## src/rtl/spq_pkg.sv

```systemverilog
// Shared constants and types for the stable sorted priority queue
package spq_pkg;

	localparam int CAPACITY = 16;
	localparam int KEY_W    = 8;
	localparam int TAG_W    = 16;
	localparam int CNT_W    = $clog2(CAPACITY + 1);
	localparam int OCC_W    = 5;

	typedef enum logic [1:0] {
		ST_OK    = 2'd0,
		ST_EMPTY = 2'd1,
		ST_FULL  = 2'd2
	} status_t;

	localparam logic FUNC_INSERT = 1'b0;
	localparam logic FUNC_REMOVE = 1'b1;

	typedef struct packed {
		logic ins;
		logic rem;
	} spq_ctrl_t;

endpackage

```

## src/rtl/spq_cell.sv

```systemverilog
// One slot of the sorted chain: holds an entry, shifts right on insert, left on remove
module spq_cell (
	input  logic                          clk,
	input  logic                          arst_n,
	input  spq_pkg::spq_ctrl_t            ctrl,
	input  logic [spq_pkg::KEY_W-1:0]     new_key,
	input  logic [spq_pkg::TAG_W-1:0]     new_tag,
	input  logic                          left_keep,
	input  logic                          left_valid,
	input  logic [spq_pkg::KEY_W-1:0]     left_key,
	input  logic [spq_pkg::TAG_W-1:0]     left_tag,
	input  logic                          right_valid,
	input  logic [spq_pkg::KEY_W-1:0]     right_key,
	input  logic [spq_pkg::TAG_W-1:0]     right_tag,
	output logic                          keep,
	output logic                          valid,
	output logic [spq_pkg::KEY_W-1:0]     key,
	output logic [spq_pkg::TAG_W-1:0]     tag
);

	logic                      valid_q;
	logic [spq_pkg::KEY_W-1:0] key_q;
	logic [spq_pkg::TAG_W-1:0] tag_q;

	// entries ahead of the new one stay put; equal keys stay ahead
	assign keep  = valid_q && (key_q >= new_key);
	assign valid = valid_q;
	assign key   = key_q;
	assign tag   = tag_q;

	always_ff @(posedge clk or negedge arst_n) begin
		if (!arst_n) begin
			valid_q <= 1'b0;
		end else if (ctrl.ins && !keep) begin
			valid_q <= left_keep ? 1'b1 : left_valid;
		end else if (ctrl.rem) begin
			valid_q <= right_valid;
		end
	end

	always_ff @(posedge clk) begin
		if (ctrl.ins && !keep) begin
			key_q <= left_keep ? new_key : left_key;
			tag_q <= left_keep ? new_tag : left_tag;
		end else if (ctrl.rem) begin
			key_q <= right_key;
			tag_q <= right_tag;
		end
	end

endmodule

```

## src/rtl/stable_sorted_priority_queue_core.sv

```systemverilog
// Top level: chain of sorted cells, entry count and registered result
// Result strobe (done) is registered: it rises in the cycle after the request is taken.
// Throughput: one insert or remove per cycle; busy stays low, the cell chain
// reorders in the same cycle the request is taken.
// Reset: arst_n clears all cell valid bits, the count and done; queue empty.
// The receiver cannot stall: each result shows for exactly one cycle.
module stable_sorted_priority_queue_core (
	input  logic                          clk,
	input  logic                          arst_n,
	input  logic                          start,
	output logic                          busy,
	input  logic                          func,
	input  logic [spq_pkg::KEY_W-1:0]     key,
	input  logic [spq_pkg::TAG_W-1:0]     item_tag,
	output logic                          done,
	output logic [1:0]                    status,
	output logic [spq_pkg::KEY_W-1:0]     out_key,
	output logic [spq_pkg::TAG_W-1:0]     out_tag,
	output logic [spq_pkg::OCC_W-1:0]     occupancy
);

	localparam int N = spq_pkg::CAPACITY;

	logic [spq_pkg::CNT_W-1:0] count_q;
	logic [spq_pkg::CNT_W-1:0] count_d;
	logic                      done_q;
	spq_pkg::status_t          status_q;
	spq_pkg::status_t          status_d;
	logic [spq_pkg::KEY_W-1:0] out_key_q;
	logic [spq_pkg::TAG_W-1:0] out_tag_q;
	logic [spq_pkg::OCC_W-1:0] occ_q;
	spq_pkg::spq_ctrl_t        ctrl;
	logic                      take;
	logic                      is_empty;
	logic                      is_full;

	logic                      c_keep  [N];
	logic                      c_valid [N];
	logic [spq_pkg::KEY_W-1:0] c_key   [N];
	logic [spq_pkg::TAG_W-1:0] c_tag   [N];

	assign busy     = 1'b0;
	assign take     = start && !busy;
	assign is_empty = (count_q == '0);
	assign is_full  = (count_q == spq_pkg::CNT_W'(N));

	always_comb begin
		ctrl     = '0;
		count_d  = count_q;
		status_d = spq_pkg::ST_OK;
		if (func == spq_pkg::FUNC_REMOVE) begin
			if (is_empty) begin
				status_d = spq_pkg::ST_EMPTY;
			end else begin
				ctrl.rem = take;
				count_d  = count_q - spq_pkg::CNT_W'(1);
			end
		end else begin
			if (is_full) begin
				status_d = spq_pkg::ST_FULL;
			end else begin
				ctrl.ins = take;
				count_d  = count_q + spq_pkg::CNT_W'(1);
			end
		end
	end

	for (genvar i = 0; i < N; i++) begin : g_cell
		logic                      lk;
		logic                      lv;
		logic [spq_pkg::KEY_W-1:0] lkey;
		logic [spq_pkg::TAG_W-1:0] ltag;
		logic                      rv;
		logic [spq_pkg::KEY_W-1:0] rkey;
		logic [spq_pkg::TAG_W-1:0] rtag;

		if (i == 0) begin : g_head
			assign lk   = 1'b1;
			assign lv   = 1'b0;
			assign lkey = '0;
			assign ltag = '0;
		end else begin : g_mid
			assign lk   = c_keep[i-1];
			assign lv   = c_valid[i-1];
			assign lkey = c_key[i-1];
			assign ltag = c_tag[i-1];
		end

		if (i == N - 1) begin : g_tail
			assign rv   = 1'b0;
			assign rkey = '0;
			assign rtag = '0;
		end else begin : g_body
			assign rv   = c_valid[i+1];
			assign rkey = c_key[i+1];
			assign rtag = c_tag[i+1];
		end

		spq_cell u_cell (
			.clk         (clk),
			.arst_n      (arst_n),
			.ctrl        (ctrl),
			.new_key     (key),
			.new_tag     (item_tag),
			.left_keep   (lk),
			.left_valid  (lv),
			.left_key    (lkey),
			.left_tag    (ltag),
			.right_valid (rv),
			.right_key   (rkey),
			.right_tag   (rtag),
			.keep        (c_keep[i]),
			.valid       (c_valid[i]),
			.key         (c_key[i]),
			.tag         (c_tag[i])
		);
	end

	always_ff @(posedge clk or negedge arst_n) begin
		if (!arst_n) begin
			count_q <= '0;
			done_q  <= 1'b0;
		end else begin
			done_q <= take;
			if (take) begin
				count_q <= count_d;
			end
		end
	end

	always_ff @(posedge clk) begin
		if (take) begin
			status_q  <= status_d;
			occ_q     <= spq_pkg::OCC_W'(count_d);
			out_key_q <= ctrl.rem ? c_key[0] : '0;
			out_tag_q <= ctrl.rem ? c_tag[0] : '0;
		end
	end

	assign done      = done_q;
	assign status    = status_q;
	assign out_key   = out_key_q;
	assign out_tag   = out_tag_q;
	assign occupancy = occ_q;

endmodule
```

## config.mk

```make
export PLATFORM = sky130hd
export DESIGN_NAME = stable_sorted_priority_queue_core
export DESIGN_NICKNAME = d
export VERILOG_FILES = /design/src/rtl/spq_pkg.sv /design/src/rtl/spq_cell.sv /design/src/rtl/stable_sorted_priority_queue_core.sv
export SDC_FILE = /design/constraint.sdc
export NUM_CORES = 1
export LEC_CHECK = 0
export BUFFER_PORTS_ARGS = -buffer_cell sky130_fd_sc_hd__clkbuf_2
export CORE_ASPECT_RATIO = 1.1
export CORE_MARGIN = 10
export CORE_UTILIZATION = 63
export DETAILED_ROUTE_END_ITERATION = 8
export HOLD_SLACK_MARGIN = 0.15
export PLACE_DENSITY_LB_ADDON = 0.2
export SLEW_MARGIN = 5
export SYNTH_ARGS = -nofsm -noshare
export SYNTH_HDL_FRONTEND = slang
export SYNTH_SLANG_ARGS = --single-unit
```

## constraint.sdc

```tcl
create_clock -name clk -period 4.1 [get_ports clk]
set_input_delay 0.41 -clock clk [delete_from_list [all_inputs] [get_ports clk]]
set_output_delay 0.41 -clock clk [all_outputs]
set_load 0.02 [all_outputs]
```

* Yosys cells after proc, flatten, opt, wreduce, memory -nomap -nowiden
Cells that the tools add are included.
** Word-level totals
- Flip-flop bits (word level) :: 437
- Input bits :: 28
- Output and inout port bits :: 33
- Word-level logic and storage cells :: 289
** Operators by class
- $add $sub $neg :: 2
- Magnitude comparators :: 16
- Equality and inequality tests :: 1
- Multiplexer cells :: 151
- Reductions and logical operators :: 65
** Operators by type and width (number)
- two-way mux 16 bit :: 47
- two-way mux 8 bit :: 47
- greater-or-equal comparator 8 bit :: 16
- two-way mux 1 bit :: 52
- logical AND 1 bit :: 32
- nonzero test 2 bit :: 16
- zero test 1 bit :: 16
- two-way mux 5 bit :: 3
- adder 5 x 1 -> 5 bit (second input constant) :: 1
- == test 5 bit (second input constant) :: 1
- zero test 5 bit :: 1
- subtractor 5 x 1 -> 5 bit (second input constant) :: 1
- two-way mux 2 bit :: 2

* Depth between registers and ports, before layout
Gate-level depths: netlist (run 1).
- Word-level depth :: 5
- Depth in mapped cells :: 11
- Gate-level depth less buffers :: 8

* Cells and area by module
From an unflattened synthesis (run 1), not the netlist that was laid out.
** Second synthesis, totals
- Cells, all modules :: 1956
- Area total of the unflattened synthesis :: 29154.2 µm²
** By module, submodules not included
- spq_cell (g_cell[0].u_cell ...) :: instances 9, cells an instance 115, area an instance 1726.7 µm²
- spq_cell (g_cell[3].u_cell ...) :: instances 7, cells an instance 114, area an instance 1704.1 µm²
- stable_sorted_priority_queue_core :: instances 1, cells an instance 123, area an instance 1685.4 µm²

* Least setup slack after synthesis (run 1)
No wires, ideal clock.
- Path kind :: input to register
- From :: input port key[6] (netlist name)
- To :: register g_cell[12].u_cell.key_q, in the netlist g_cell[12].u_cell.key[0], enable pin
- Setup time :: 0.441 ns
- Arrival time :: 3.855 ns
- Path slack :: -0.196 ns
- Stages on the path :: 7
- Path buffers :: 1
- Path through :: inv_1 -> clkbuf_1 -> ha_1 -> a41o_1 -> a21oi_1 -> o22ai_2 -> o21ai_0
** On the way
- Cells in the longest elaborated chain, start to end :: 5
** RTL lines
- from (decl) :: RTL line stable_sorted_priority_queue_core.sv:13 : input logic [spq_pkg::KEY_W-1:0] key,
- greater-or-equal comparator 8 bit :: RTL line spq_cell.sv:26 : assign keep = valid_q && (key_q >= new_key);
- logical AND 1 bit :: RTL line spq_cell.sv:26
- zero test 1 bit :: RTL line spq_cell.sv:42 : if (ctrl.ins && !keep) begin
- logical AND 1 bit :: RTL line spq_cell.sv:42
- nonzero test 2 bit (no source line)
- to (signal assigned) :: RTL line spq_cell.sv:43 : key_q <= left_keep ? new_key : left_key;
- to (signal assigned) :: RTL line spq_cell.sv:46 : key_q <= right_key;
- to (decl) :: RTL line spq_cell.sv:22 : logic [spq_pkg::KEY_W-1:0] key_q;
No other way between the ends.
A chain may end at the register's enable or synchronous reset.

* Worst setup path after layout (run 1)
- From :: register count_q[0] (netlist name)
- To :: register g_cell[11].u_cell.tag_q, in the netlist g_cell[11].u_cell.tag[5], enable pin
** On the way
- Cells in the longest elaborated chain, start to end :: 5
- Elaborated cells on any way between the ends :: 8
- Classes of those cells :: eq/ne (1); mux (4); reduce/logical (3)
** RTL lines
- from (decl) :: RTL line stable_sorted_priority_queue_core.sv:24 : logic [spq_pkg::CNT_W-1:0] count_q;
- from (signal assigned) :: RTL line stable_sorted_priority_queue_core.sv:126 : count_q <= count_d;
- == test 5 bit :: RTL line stable_sorted_priority_queue_core.sv:45 : assign is_full = (count_q == spq_pkg::CNT_W'(N));
- two-way mux 1 bit :: RTL line stable_sorted_priority_queue_core.sv:59 : if (is_full) begin
- two-way mux 1 bit :: RTL line stable_sorted_priority_queue_core.sv:51 : if (func == spq_pkg::FUNC_REMOVE) begin
- logical AND 1 bit :: RTL line spq_cell.sv:42
- nonzero test 2 bit (no source line) (*)
- to (signal assigned) :: RTL line spq_cell.sv:44 : tag_q <= left_keep ? new_tag : left_tag;
- to (signal assigned) :: RTL line spq_cell.sv:47 : tag_q <= right_tag;
- to (decl) :: RTL line spq_cell.sv:23 : logic [spq_pkg::TAG_W-1:0] tag_q;
Every way passes the cells marked *; elsewhere a longest branch is shown, timed or not.

==> metrics.md, run 1 <==
| Metric | Value |
|---|---|
| Net count after synthesis | `2552` |
| Startpoint types | `register` |
| Global placement routability congestion | `0.875` |
| Via count | `18700` |
| TritonCTS clock tree | `built` |
| Crit path max fanout | `16` |
| Syn Area/Cell | `10.1 um2` |
| Fmax | `300 MHz` |
| Crit Path Category | `reg -> reg` |
| Share of layout cells above drive strength 1 | `0.0982` |
| Starting density of the core | `0.637` |
| Hold_buf cts | `1` |
| Hold Path Class | `in -> reg` |
| LEAKAGE | `11.3 nW` |
| CTS clk-pin slew, worst paths | `0.06 ns` |
| Tcrit/Tclk final | `0.813` |
| Worst Path Required | `4.36 ns` |
| Total CTS buffers | `45` |
| Setup violators final | `0` |
| Post-CTS sizing | `0` |
| Mapped Cells | `2393` |
| Final HPWL DP | `44.2 mm` |
| Power Density | `600 nW/um2` |
| Peak VDD IR | `0.000376 V` |
| Max capacitance violation total | `0` |
| Die W | `207 um` |
| Congestion Overflow GR | `0` |
| Post-route ant nets | `0` |
| Hold WS | `0.247 ns` |
| Crit path cell chain | `inv_1 > ha_1 > a31oi_4 > nand2_1 > buf_4 > o21ai_2 > buf_12` |
| Seq pwr share | `0.448` |
| Clock Path Buffers | `3` |
| Largest net degree at the start of global routing | `51` |
| Global-route wire length before repair | `101 mm` |
| Slew HR | `0.354` |
| Sw Pwr | `0.00553 W` |
| Vias in the first global route | `19200` |
| Slowest cell on crit path | `o21ai_2` |
| Fin Setup TNS | `0 ns` |
| Ys Warns | `0` |
| Critical path's top delay family | `compound AO/OA/AOI/OAI gates` |
| Number of synthesized flops with an enable pin | `415` |
| Clock Sinks | `437` |
| Slew Limit Fails | `0` |
| Layout Skew | `0.0167 ns` |
| Share of the synthesized area in the top cell type | `0.513` |
| Iteration-0 DRC Markers | `1793` |
| Slew @ Worst Pin | `0.969 ns` |
| DIE AREA | `46800 um2` |
| Rows | `75` |
| H-tree depth | `2` |
| Pre-Repair DR Iteration Count | `8` |
| Int Pwr | `0.0104 W` |
| CP peak stage delay | `0.61 ns` |
| Vias/cell | `6.36` |
| Critical Path AT | `3.60 ns` |
| Synth unique cells | `54` |
| Ys async rst share | `0.0503` |
| Multi-input logic area | `10400 um2` |
| Minimum clock period | `3.34 ns` |
| Final core occ | `0.696` |
| Status | `finished clean` |
| Routed WL | `63.0 mm` |
| # Post-CTS Setup Buffers | `0` |
| Main synth FF type | `edfxtp_1` |
| Die height | `226 um` |
| Clk pwr share | `0.252` |
| Boundary pin count | `61` |
| Post-synthesis sequential area ratio | `0.536` |
| #FFs+latches synth | `437` |
| Final Hold Vio Count | `0` |
| Drt wl/cell | `21.4 um` |
| Final nets | `2567` |
| RSZ-0062 raised after global routing | `false` |
| Worst-Skew Late Latency | `0.57 ns` |
| Mapped Area | `24300 um2` |
| Sw Ratio | `0.347` |
| Largest area contributor in the netlist | `edfxtp_1` |
| Antenna violations before repair | `4` |
| Register Area | `13000 um2` |
| # fillers | `2904` |
| Synth area leaders | `edfxtp_1 (51%), ha_1 (6.8%), mux2i_1 (6.6%)` |
| Gate power share | `0.299` |
| Core Footprint | `38100 um2` |
| All-layer global routing usage | `0.264` |
| Crit end category | `register` |
| I/O Buffers | `59` |
| Residual DRC | `0` |
| CP Buf/Inv Count | `3` |
| Area delta synth->final | `9.28%` |
| Root Driver | `clkbuf_16` |
## worst register-to-register path, delay by kind of cell (launching register included)
| family | cells | cell delay [ns] |
|---|---|---|
| AOI/OAI and AO/OA | 2 | 0.88 |
| adders and majority gates | 1 | 0.29 |
| buffers and inverters | 3 | 0.82 |
| DFF | 1 | 0.51 |
| and+or+nand+nor | 1 | 0.54 |
## per-layer routing
layer  wire length (um)  up-vias  track usage
met5                 31        -            0
met4               1700        6       0.0907
met3               4820      139       0.0519
met2              30300      742        0.436
met1              26200     9148        0.342
li1                   -     8712            -
## cells by family after synthesis
| kind of cell | count (synthesis) | share of synthesized area |
|---|---|---|
| adder cells (fa/ha/maj) | 131 | 0.0675 |
| buffers and inverters | 212 | 0.0392 |
| flip-flops | 437 | 0.536 |
| other | 1 | 0.000154 |
| XOR/XNOR | 4 | 0.00144 |
| multiplexers | 177 | 0.0739 |
| AND/OR/NAND/NOR | 852 | 0.140 |
| AO/OA/AOI/OAI | 579 | 0.142 |
## flip-flops by register name, indices dropped and copies added (netlist names)
register and flops:
g_cell.u_cell.key 128, status 2, occupancy 5, out_key 8, count_q 5, g_cell.u_cell.tag 256, g_cell.u_cell.valid 16, out_tag 16
done 1
## final cells by class
cell class	count	area share
Antenna cell	4	0.000377
Clock buffer	53	0.0436
Clock inverter	29	0.00905
Inverter	43	0.00608
Multi-Input combinational cell	1744	0.392
Sequential cell	437	0.490
Tap cell	500	0.0236
Timing Repair Buffer	137	0.0352
## cell usage after synthesis, types with 7 or more instances
master,number
o22a_1,8
buf_2,55
o21ai_1,30
o21a_1,8
edfxtp_1,415
nor3b_1,13
a41o_1,8
inv_1,43
a21o_1,10
clkbuf_1,90
nand3_1,11
a22oi_1,7
a21oi_1,211
nor2_1,390
mux2_1,11
mux2_2,7
and3_1,30
ha_1,131
a31oi_1,143
o21ai_0,108
dfrtp_1,22
nand2_1,384
o2111ai_1,7
mux2i_1,159
buf_4,23
o22ai_2,7
nand2b_1,7
## layout by cell type (no fill, tap or decap), types with 12 or more instances in the layout
cell       count
a31oi_1      143
edfxtp_1     415
o21ai_1       29
dfrtp_1       22
and3_1        30
clkbuf_16     45
inv_1         43
clkinv_1      12
nor3b_1       13
nand2_1      384
clkbuf_2      59
o21ai_0      101
mux2i_1      159
nor2_1       384
ha_1         131
a21oi_1      211
buf_4         73
## power by group through the flow
| stage | Combinational (W) | Sequential [W] | Clock, W |
|---|---|---|---|
| finish | 0.00477 | 0.00714 | 0.00402 |
| global route | 0.00533 | 0.00725 | 0.00423 |
| CTS | 0.00473 | 0.00713 | 0.00407 |
| detailed placement | 0.00467 | 0.00721 | 0 |
| global placement | 0.00446 | 0.00719 | 0 |
| floorplan | 0.00338 | 0.00692 | 0 |
## final timing paths
kind	from	endpoint	slack [ns]	depth (start not counted)
worst max-delay path	count_q[0]$_DFFE_PN0P_	g_cell[11].u_cell.tag[5]$_DFFE_PP_	0.76	7
min in group asynchronous	arst_n	count_q[2]$_DFFE_PN0P_	0.44	2
worst min register to register	g_cell[4].u_cell.valid$_DFFE_PN0P_	g_cell[3].u_cell.valid$_DFFE_PN0P_	0.55	2
worst max register to register	count_q[0]$_DFFE_PN0P_	g_cell[11].u_cell.tag[5]$_DFFE_PP_	0.76	7
max in group asynchronous	arst_n	g_cell[12].u_cell.valid$_DFFE_PN0P_	3.16	2
worst min-delay path	func	status[1]$_SDFFCE_PP0P_	0.25	2
## stage by stage
step | cell area, um2 | cells | power (W) | worst slack (ns)
5_1_grt | 26500 | 2943 | 0.0168 | 0.676
3_5_place_dp | 25100 | 2860 | 0.0119 | 0.507
2_1_floorplan | 24300 | 2393 | 0.0103 | 0.476
4_1_cts | 26500 | 2943 | 0.0159 | 0.787
3_3_place_gp | 25100 | 2860 | 0.0116 | 0.692
6_report | 26500 | 2947 | 0.0159 | 0.765
No activity file was read; power rests on OpenSTA's default activity.
==> inputs of run 2 (changes only) <==
Clock period 4.1 ns to 3.3 ns, I/O delays scaled along.
==> metrics.md, run 2 (synthesized netlist as in run 1, its figures left out) <==
| Metric | Value |
|---|---|
| Status | `finished clean` |
| Via count | `18600` |
| Core Footprint | `38100 um2` |
| Total power | `0.0199 W` |
| Min-Delay Startpoint | `start` |
| Rows | `75` |
| Final nets | `2575` |
| Die W | `207 um` |
| Drt wl/cell | `20.7 um` |
| Post-route ant nets | `0` |
| Global placement routability congestion | `0.841` |
| Wire length on met2 | `29.2 mm` |
| Peak VDD IR | `0.000452 V` |
| Minimum clock period | `3.01 ns` |
| Crit end category | `register` |
| Final HPWL DP | `43.9 mm` |
| Clock Sinks | `437` |
| Max FFs per register | `256` |
| Share of layout cells above drive strength 1 | `0.100` |
| Pre-Repair DR Iteration Count | `5` |
| Tcrit/Tclk final | `0.913` |
| DIE AREA | `46800 um2` |
| DR WL met3 | `3.66 mm` |
| TritonCTS clock tree | `built` |
| Clock Path Buffers | `3` |
| Worst Hold Depth | `1` |
| Global-route wire length before repair | `99.4 mm` |
| Starting density of the core | `0.637` |
| Slew Limit Fails | `0` |
| All-layer global routing usage | `0.258` |
| Worst R2R Start | `count_q[0]$_DFFE_PN0P_` |
| Congestion Overflow GR | `0` |
| LEAKAGE | `11.4 nW` |
| Vias/cell | `6.30` |
| Total CTS buffers | `46` |
| R2r setup slk | `0.29 ns` |
| Fin Setup TNS | `0 ns` |
| Worst Path Required | `3.61 ns` |
| Layout Skew | `0.0222 ns` |
| WHS Endpoint | `out_key[5]$_SDFFCE_PN0P_` |
| Root Driver | `clkbuf_16` |
| Crit Path Category | `reg -> reg` |
| I/O Buffers | `59` |
| Crit path max fanout | `19` |
| Boundary pin count | `61` |
| Fmax | `332 MHz` |
| Slew @ Worst Pin | `0.652 ns` |
| Vias in the first global route | `18900` |
| Residual DRC | `0` |
| Startpoint types | `register` |
| Power Density | `746 nW/um2` |
| Area delta synth->final | `10.1%` |
| Reg-to-Reg End | `g_cell[14].u_cell.tag[0]$_DFFE_PP_` |
| Hold Path Class | `in -> reg` |
| # Post-CTS Setup Buffers | `0` |
| Commonest non-fill, non-tap cell in the layout | `edfxtp_1` |
| # fillers | `2845` |
| Slew HR | `0.565` |
| Die height | `226 um` |
| Setup violators final | `0` |
| Final Hold Vio Count | `0` |
| Worst-Skew Late Latency | `0.58 ns` |
| RSZ-0062 raised after global routing | `false` |
| CTS clk-pin slew, worst paths | `0.06 ns` |
| Critical Path AT | `3.33 ns` |
| Iteration-0 DRC Markers | `1628` |
| Antenna violations before repair | `4` |
| Largest net degree at the start of global routing | `51` |
| Commonest cells after routing, fill and taps aside | `edfxtp_1 (415), nand2_1 (384), nor2_1 (384), a21oi_1 (211), mux2i_1 (159)` |
| Routed WL | `61.1 mm` |
| Max capacitance violation total | `0` |
| H-tree depth | `2` |
| Top layer in use | `met5` |
| Wire length on met1 | `26.3 mm` |
| R2r worst-path depth | `8` |
run 2: changes by cell type in the layout (fill, tap and decap cells not counted), moves of 2 or more:
cell	change
o21ai_4	-2
buf_4	-2
clkbuf_1	+2
o21ai_2	+2
diode_2	-3
clkbuf_16	+2
clkinv_2	-4
buf_12	+9
run 2: metal layers:
| metal | vias to the layer above | GRT usage |
|---|---|---|
| met2 | 636 | 0.427 |
| li1 | 8723 | - |
| met1 | 9105 | 0.346 |
| met5 | - | 0 |
| met4 | 6 | 0.0836 |
| met3 | 121 | 0.0330 |
run 2: worst max path at each step:
stage	start	endpoint	cells past startpoint
6_report	count_q[0]$_DFFE_PN0P_	g_cell[14].u_cell.tag[0]$_DFFE_PP_	8
3_3_place_gp	key[1]	g_cell[15].u_cell.tag[7]$_SDFFCE_PN0P_	10
5_1_grt	count_q[0]$_DFFE_PN0P_	g_cell[14].u_cell.tag[12]$_DFFE_PP_	8
3_5_place_dp	key[6]	g_cell[6].u_cell.tag[14]$_DFFE_PP_	9
4_1_cts	count_q[0]$_DFFE_PN0P_	g_cell[14].u_cell.tag[0]$_DFFE_PP_	8
2_1_floorplan	key[7]	g_cell[1].u_cell.key[0]$_DFFE_PP_	9
run 2: through the flow:
step | hold slack [ns] | cell area [um2] | worst slack (ns) | std cells | utilization
floorplan | 0.0344 | 24300 | 0.000558 | 2393 | -
detailed placement | 0.381 | 25300 | 0.225 | 2867 | 0.663
finish | 0.159 | 26700 | 0.286 | 2951 | 0.702
global placement | 0.374 | 25300 | 0.275 | 2867 | 0.663
global route | 0.189 | 26700 | 0.274 | 2950 | 0.702
CTS | 0.152 | 26700 | 0.404 | 2950 | 0.702
run 2: power breakdown:
part           internal (W)  leakage [nW]  switching, W
clock               0.00295         0.710       0.00219
sequential          0.00791          4.28      0.000961
combinational       0.00225          6.36       0.00368
run 2: final cells by class:
| class | count | area (um2) | share of cell area |
|---|---|---|---|
| Antenna cell | 1 | 2.50 | 0.0000936 |
| Clock buffer | 58 | 1230 | 0.0459 |
| Clock inverter | 24 | 228 | 0.00852 |
| Inverter | 43 | 161 | 0.00604 |
| Multi-Input combinational cell | 1744 | 10400 | 0.388 |
| Sequential cell | 437 | 13000 | 0.487 |
| Tap cell | 500 | 626 | 0.0234 |
| Timing Repair Buffer | 144 | 1100 | 0.0411 |
run 2: what timing repair did:
action                                 in CTS  in global routing
endpoints found under the hold margin      22                  0
gates resized for setup                     0                  0
hold buffers                                1                  0
run 2: critical path: stages (launching register included):
cell and delay [ns]:
dfrtp_1 0.49, inv_1 0.13, ha_1 0.29, nor4b_1 0.54, nor2_1 0.12, nand2_1 0.32, buf_4 0.28, nand2b_1 0.30
buf_12 0.28
==> inputs of run 3 (changes only) <==
Settings changed: CORE_UTILIZATION 63 to 57.
Clock period 3.3 ns to 2.6 ns, I/O delays scaled along.
==> metrics.md, run 3 (synthesized netlist as in run 1, its figures left out) <==
| Metric | Value |
|---|---|
| Post-route ant nets | `0` |
| Congestion Overflow GR | `0` |
| Core Footprint | `42200 um2` |
| CP Buf/Inv Count | `5` |
| Residual DRC | `0` |
| Starting density of the core | `0.575` |
| Hold Path Class | `in -> reg` |
| RSZ-0062 raised after global routing | `false` |
| Worst Hold Depth | `3` |
| Final HPWL DP | `45.4 mm` |
| Commonest non-fill, non-tap cell in the layout | `edfxtp_1` |
| DIE AREA | `51300 um2` |
| Fmax | `403 MHz` |
| Final Hold Vio Count | `0` |
| TritonCTS clock tree | `built` |
| Slew HR | `0.549` |
| Minimum clock period | `2.48 ns` |
| Clock Sinks | `437` |
| Crit end category | `register` |
| Max capacitance violation total | `0` |
| Final core occ | `0.656` |
| Worst-Skew Late Latency | `0.60 ns` |
| Post-route design area | `27700 um2` |
| Max FFs per register | `256` |
| Setup violators final | `0` |
| Clk pwr share | `0.251` |
| Seq pwr share | `0.434` |
| Int Pwr | `0.0170 W` |
| Critical path's top delay family | `buffers and inverters` |
| Fin Setup TNS | `0 ns` |
| H-tree depth | `2` |
| Crit path cell chain | `dlygate4sd3_1 > clkbuf_2 > inv_1 > buf_12 > ha_1 > a41oi_1 > o21ai_0 > a22oi_2 > and2_1 > nand2b_2 > buf_12` |
| R2r setup slk | `0.14 ns` |
| Hold WS | `0.186 ns` |
| Total CTS buffers | `47` |
| Pre-Repair DR Iteration Count | `6` |
| Global placement routability congestion | `0.896` |
| Layout Skew | `0.0186 ns` |
| Crit path max fanout | `24` |
| Min-Delay Startpoint | `key[7]` |
| Slew @ Worst Pin | `0.676 ns` |
| Sw Pwr | `0.00890 W` |
| Commonest cells after routing, fill and taps aside | `edfxtp_1 (415), nor2_1 (384), nand2_1 (377), a21oi_1 (208), mux2i_1 (159)` |
| Via count | `18800` |
| All-layer global routing usage | `0.243` |
| Drt wl/cell | `20.9 um` |
| Startpoint types | `input pin` |
| LEAKAGE | `11.7 nW` |
| Worst Path Required | `2.89 ns` |
| Slew Limit Fails | `0` |
| Routed WL | `63.8 mm` |
| Final worst slack | `0.121 ns` |
| Slowest cell on crit path | `dlygate4sd3_1` |
| Final nets | `2610` |
| R2r worst-path depth | `10` |
| # fillers | `3354` |
| Root Driver | `clkbuf_16` |
| Status | `finished clean` |
| Share of layout cells above drive strength 1 | `0.119` |
| Boundary pin count | `61` |
| Antenna violations before repair | `4` |
| Worst R2R Start | `g_cell[15].u_cell.key[0]$_SDFFCE_PN0P_` |
| Die W | `217 um` |
| Die height | `236 um` |
| Critical Path AT | `2.77 ns` |
| CP peak stage delay | `0.53 ns` |
| DP Worst Slack | `0.0301 ns` |
| Sw Ratio | `0.344` |
| Tcrit/Tclk final | `0.954` |
| Area delta synth->final | `14.1%` |
| I/O Buffers | `59` |
| WHS Endpoint | `g_cell[0].u_cell.key[7]$_DFFE_PP_` |
| Peak VDD IR | `0.000609 V` |
| Gate power share | `0.315` |
| Global-route wire length before repair | `101 mm` |
| DP Area | `26100 um2` |
| Crit Path Category | `in -> reg` |
| Largest net degree at the start of global routing | `51` |
| Power Density | `934 nW/um2` |
| Vias in the first global route | `19100` |
| Cell mode on critical path | `buf_12` |
| Vias/cell | `6.16` |
| Iteration-0 DRC Markers | `1809` |
| Clock Path Buffers | `3` |
| Reg-to-Reg End | `g_cell[15].u_cell.tag[5]$_SDFFCE_PN0P_` |
| Rows | `79` |
| CTS clk-pin slew, worst paths | `0.06 ns` |
-- run 3: worst reg2reg max path: stages (launching register included) --
cell and delay, ns:
edfxtp_1 0.38, inv_1 0.07, ha_1 0.21, nand2b_1 0.16, a21oi_1 0.16, o21ai_0 0.16
buf_4 0.18, a221oi_1 0.39, o21ai_2 0.14, nand2_2 0.11, buf_12 0.20
-- run 3: power by group through the flow --
stage	Clock, W	Sequential (W)	Combinational [W]
floorplan	0	0.0109	0.00538
detailed placement	0	0.0113	0.00800
CTS	0.00657	0.0112	0.00807
global placement	0	0.0113	0.00768
finish	0.00649	0.0112	0.00816
global route	0.00682	0.0114	0.00909
-- run 3: per-layer routing --
layer	share of wire	track usage	wire (um)
met1	0.44	0.328	27800
met2	0.47	0.396	30300
met3	0.059	0.0342	3780
met4	0.029	0.0797	1850
met5	0.00089	0	57
-- run 3: cell type report --
cell class,instances,area [um2],area share
clock buffers,60,1270,0.0457
clock inverters,27,188,0.00677
inverters,43,161,0.00583
flip-flops and latches,437,13000,0.470
well taps,567,709,0.0256
diodes,1,2.50,0.0000903
repair buffers,178,1900,0.0685
multi-input cells,1744,10500,0.378
-- run 3: repair_timing --
| item | 4_1_cts | 5_1_grt |
|---|---|---|
| endpoints found under the hold margin | 31 | 0 |
| setup buffers | 0 | 1 |
| hold buffers | 5 | 0 |
| gates resized for setup | 0 | 8 |
| endpoints found under the setup margin | 0 | 56 |
-- run 3: worst max path at each step --
stage | startpoint | endpoint | cells after the start
6_report | key[6] | g_cell[1].u_cell.tag[7]$_DFFE_PP_ | 11
5_1_grt | key[6] | g_cell[11].u_cell.key[1]$_DFFE_PP_ | 13
4_1_cts | g_cell[15].u_cell.key[0]$_SDFFCE_PN0P_ | g_cell[15].u_cell.tag[11]$_SDFFCE_PN0P_ | 10
3_5_place_dp | key[3] | g_cell[15].u_cell.tag[8]$_SDFFCE_PN0P_ | 11
3_3_place_gp | key[3] | g_cell[15].u_cell.tag[11]$_SDFFCE_PN0P_ | 11
2_1_floorplan | key[6] | g_cell[2].u_cell.key[0]$_DFFE_PP_ | 9
-- run 3: metrics by stage --
step	instances	power, W
detailed placement	2962	0.0193
floorplan	2393	0.0163
global placement	2962	0.0190
finish	3057	0.0259
global route	3056	0.0273
CTS	3054	0.0259
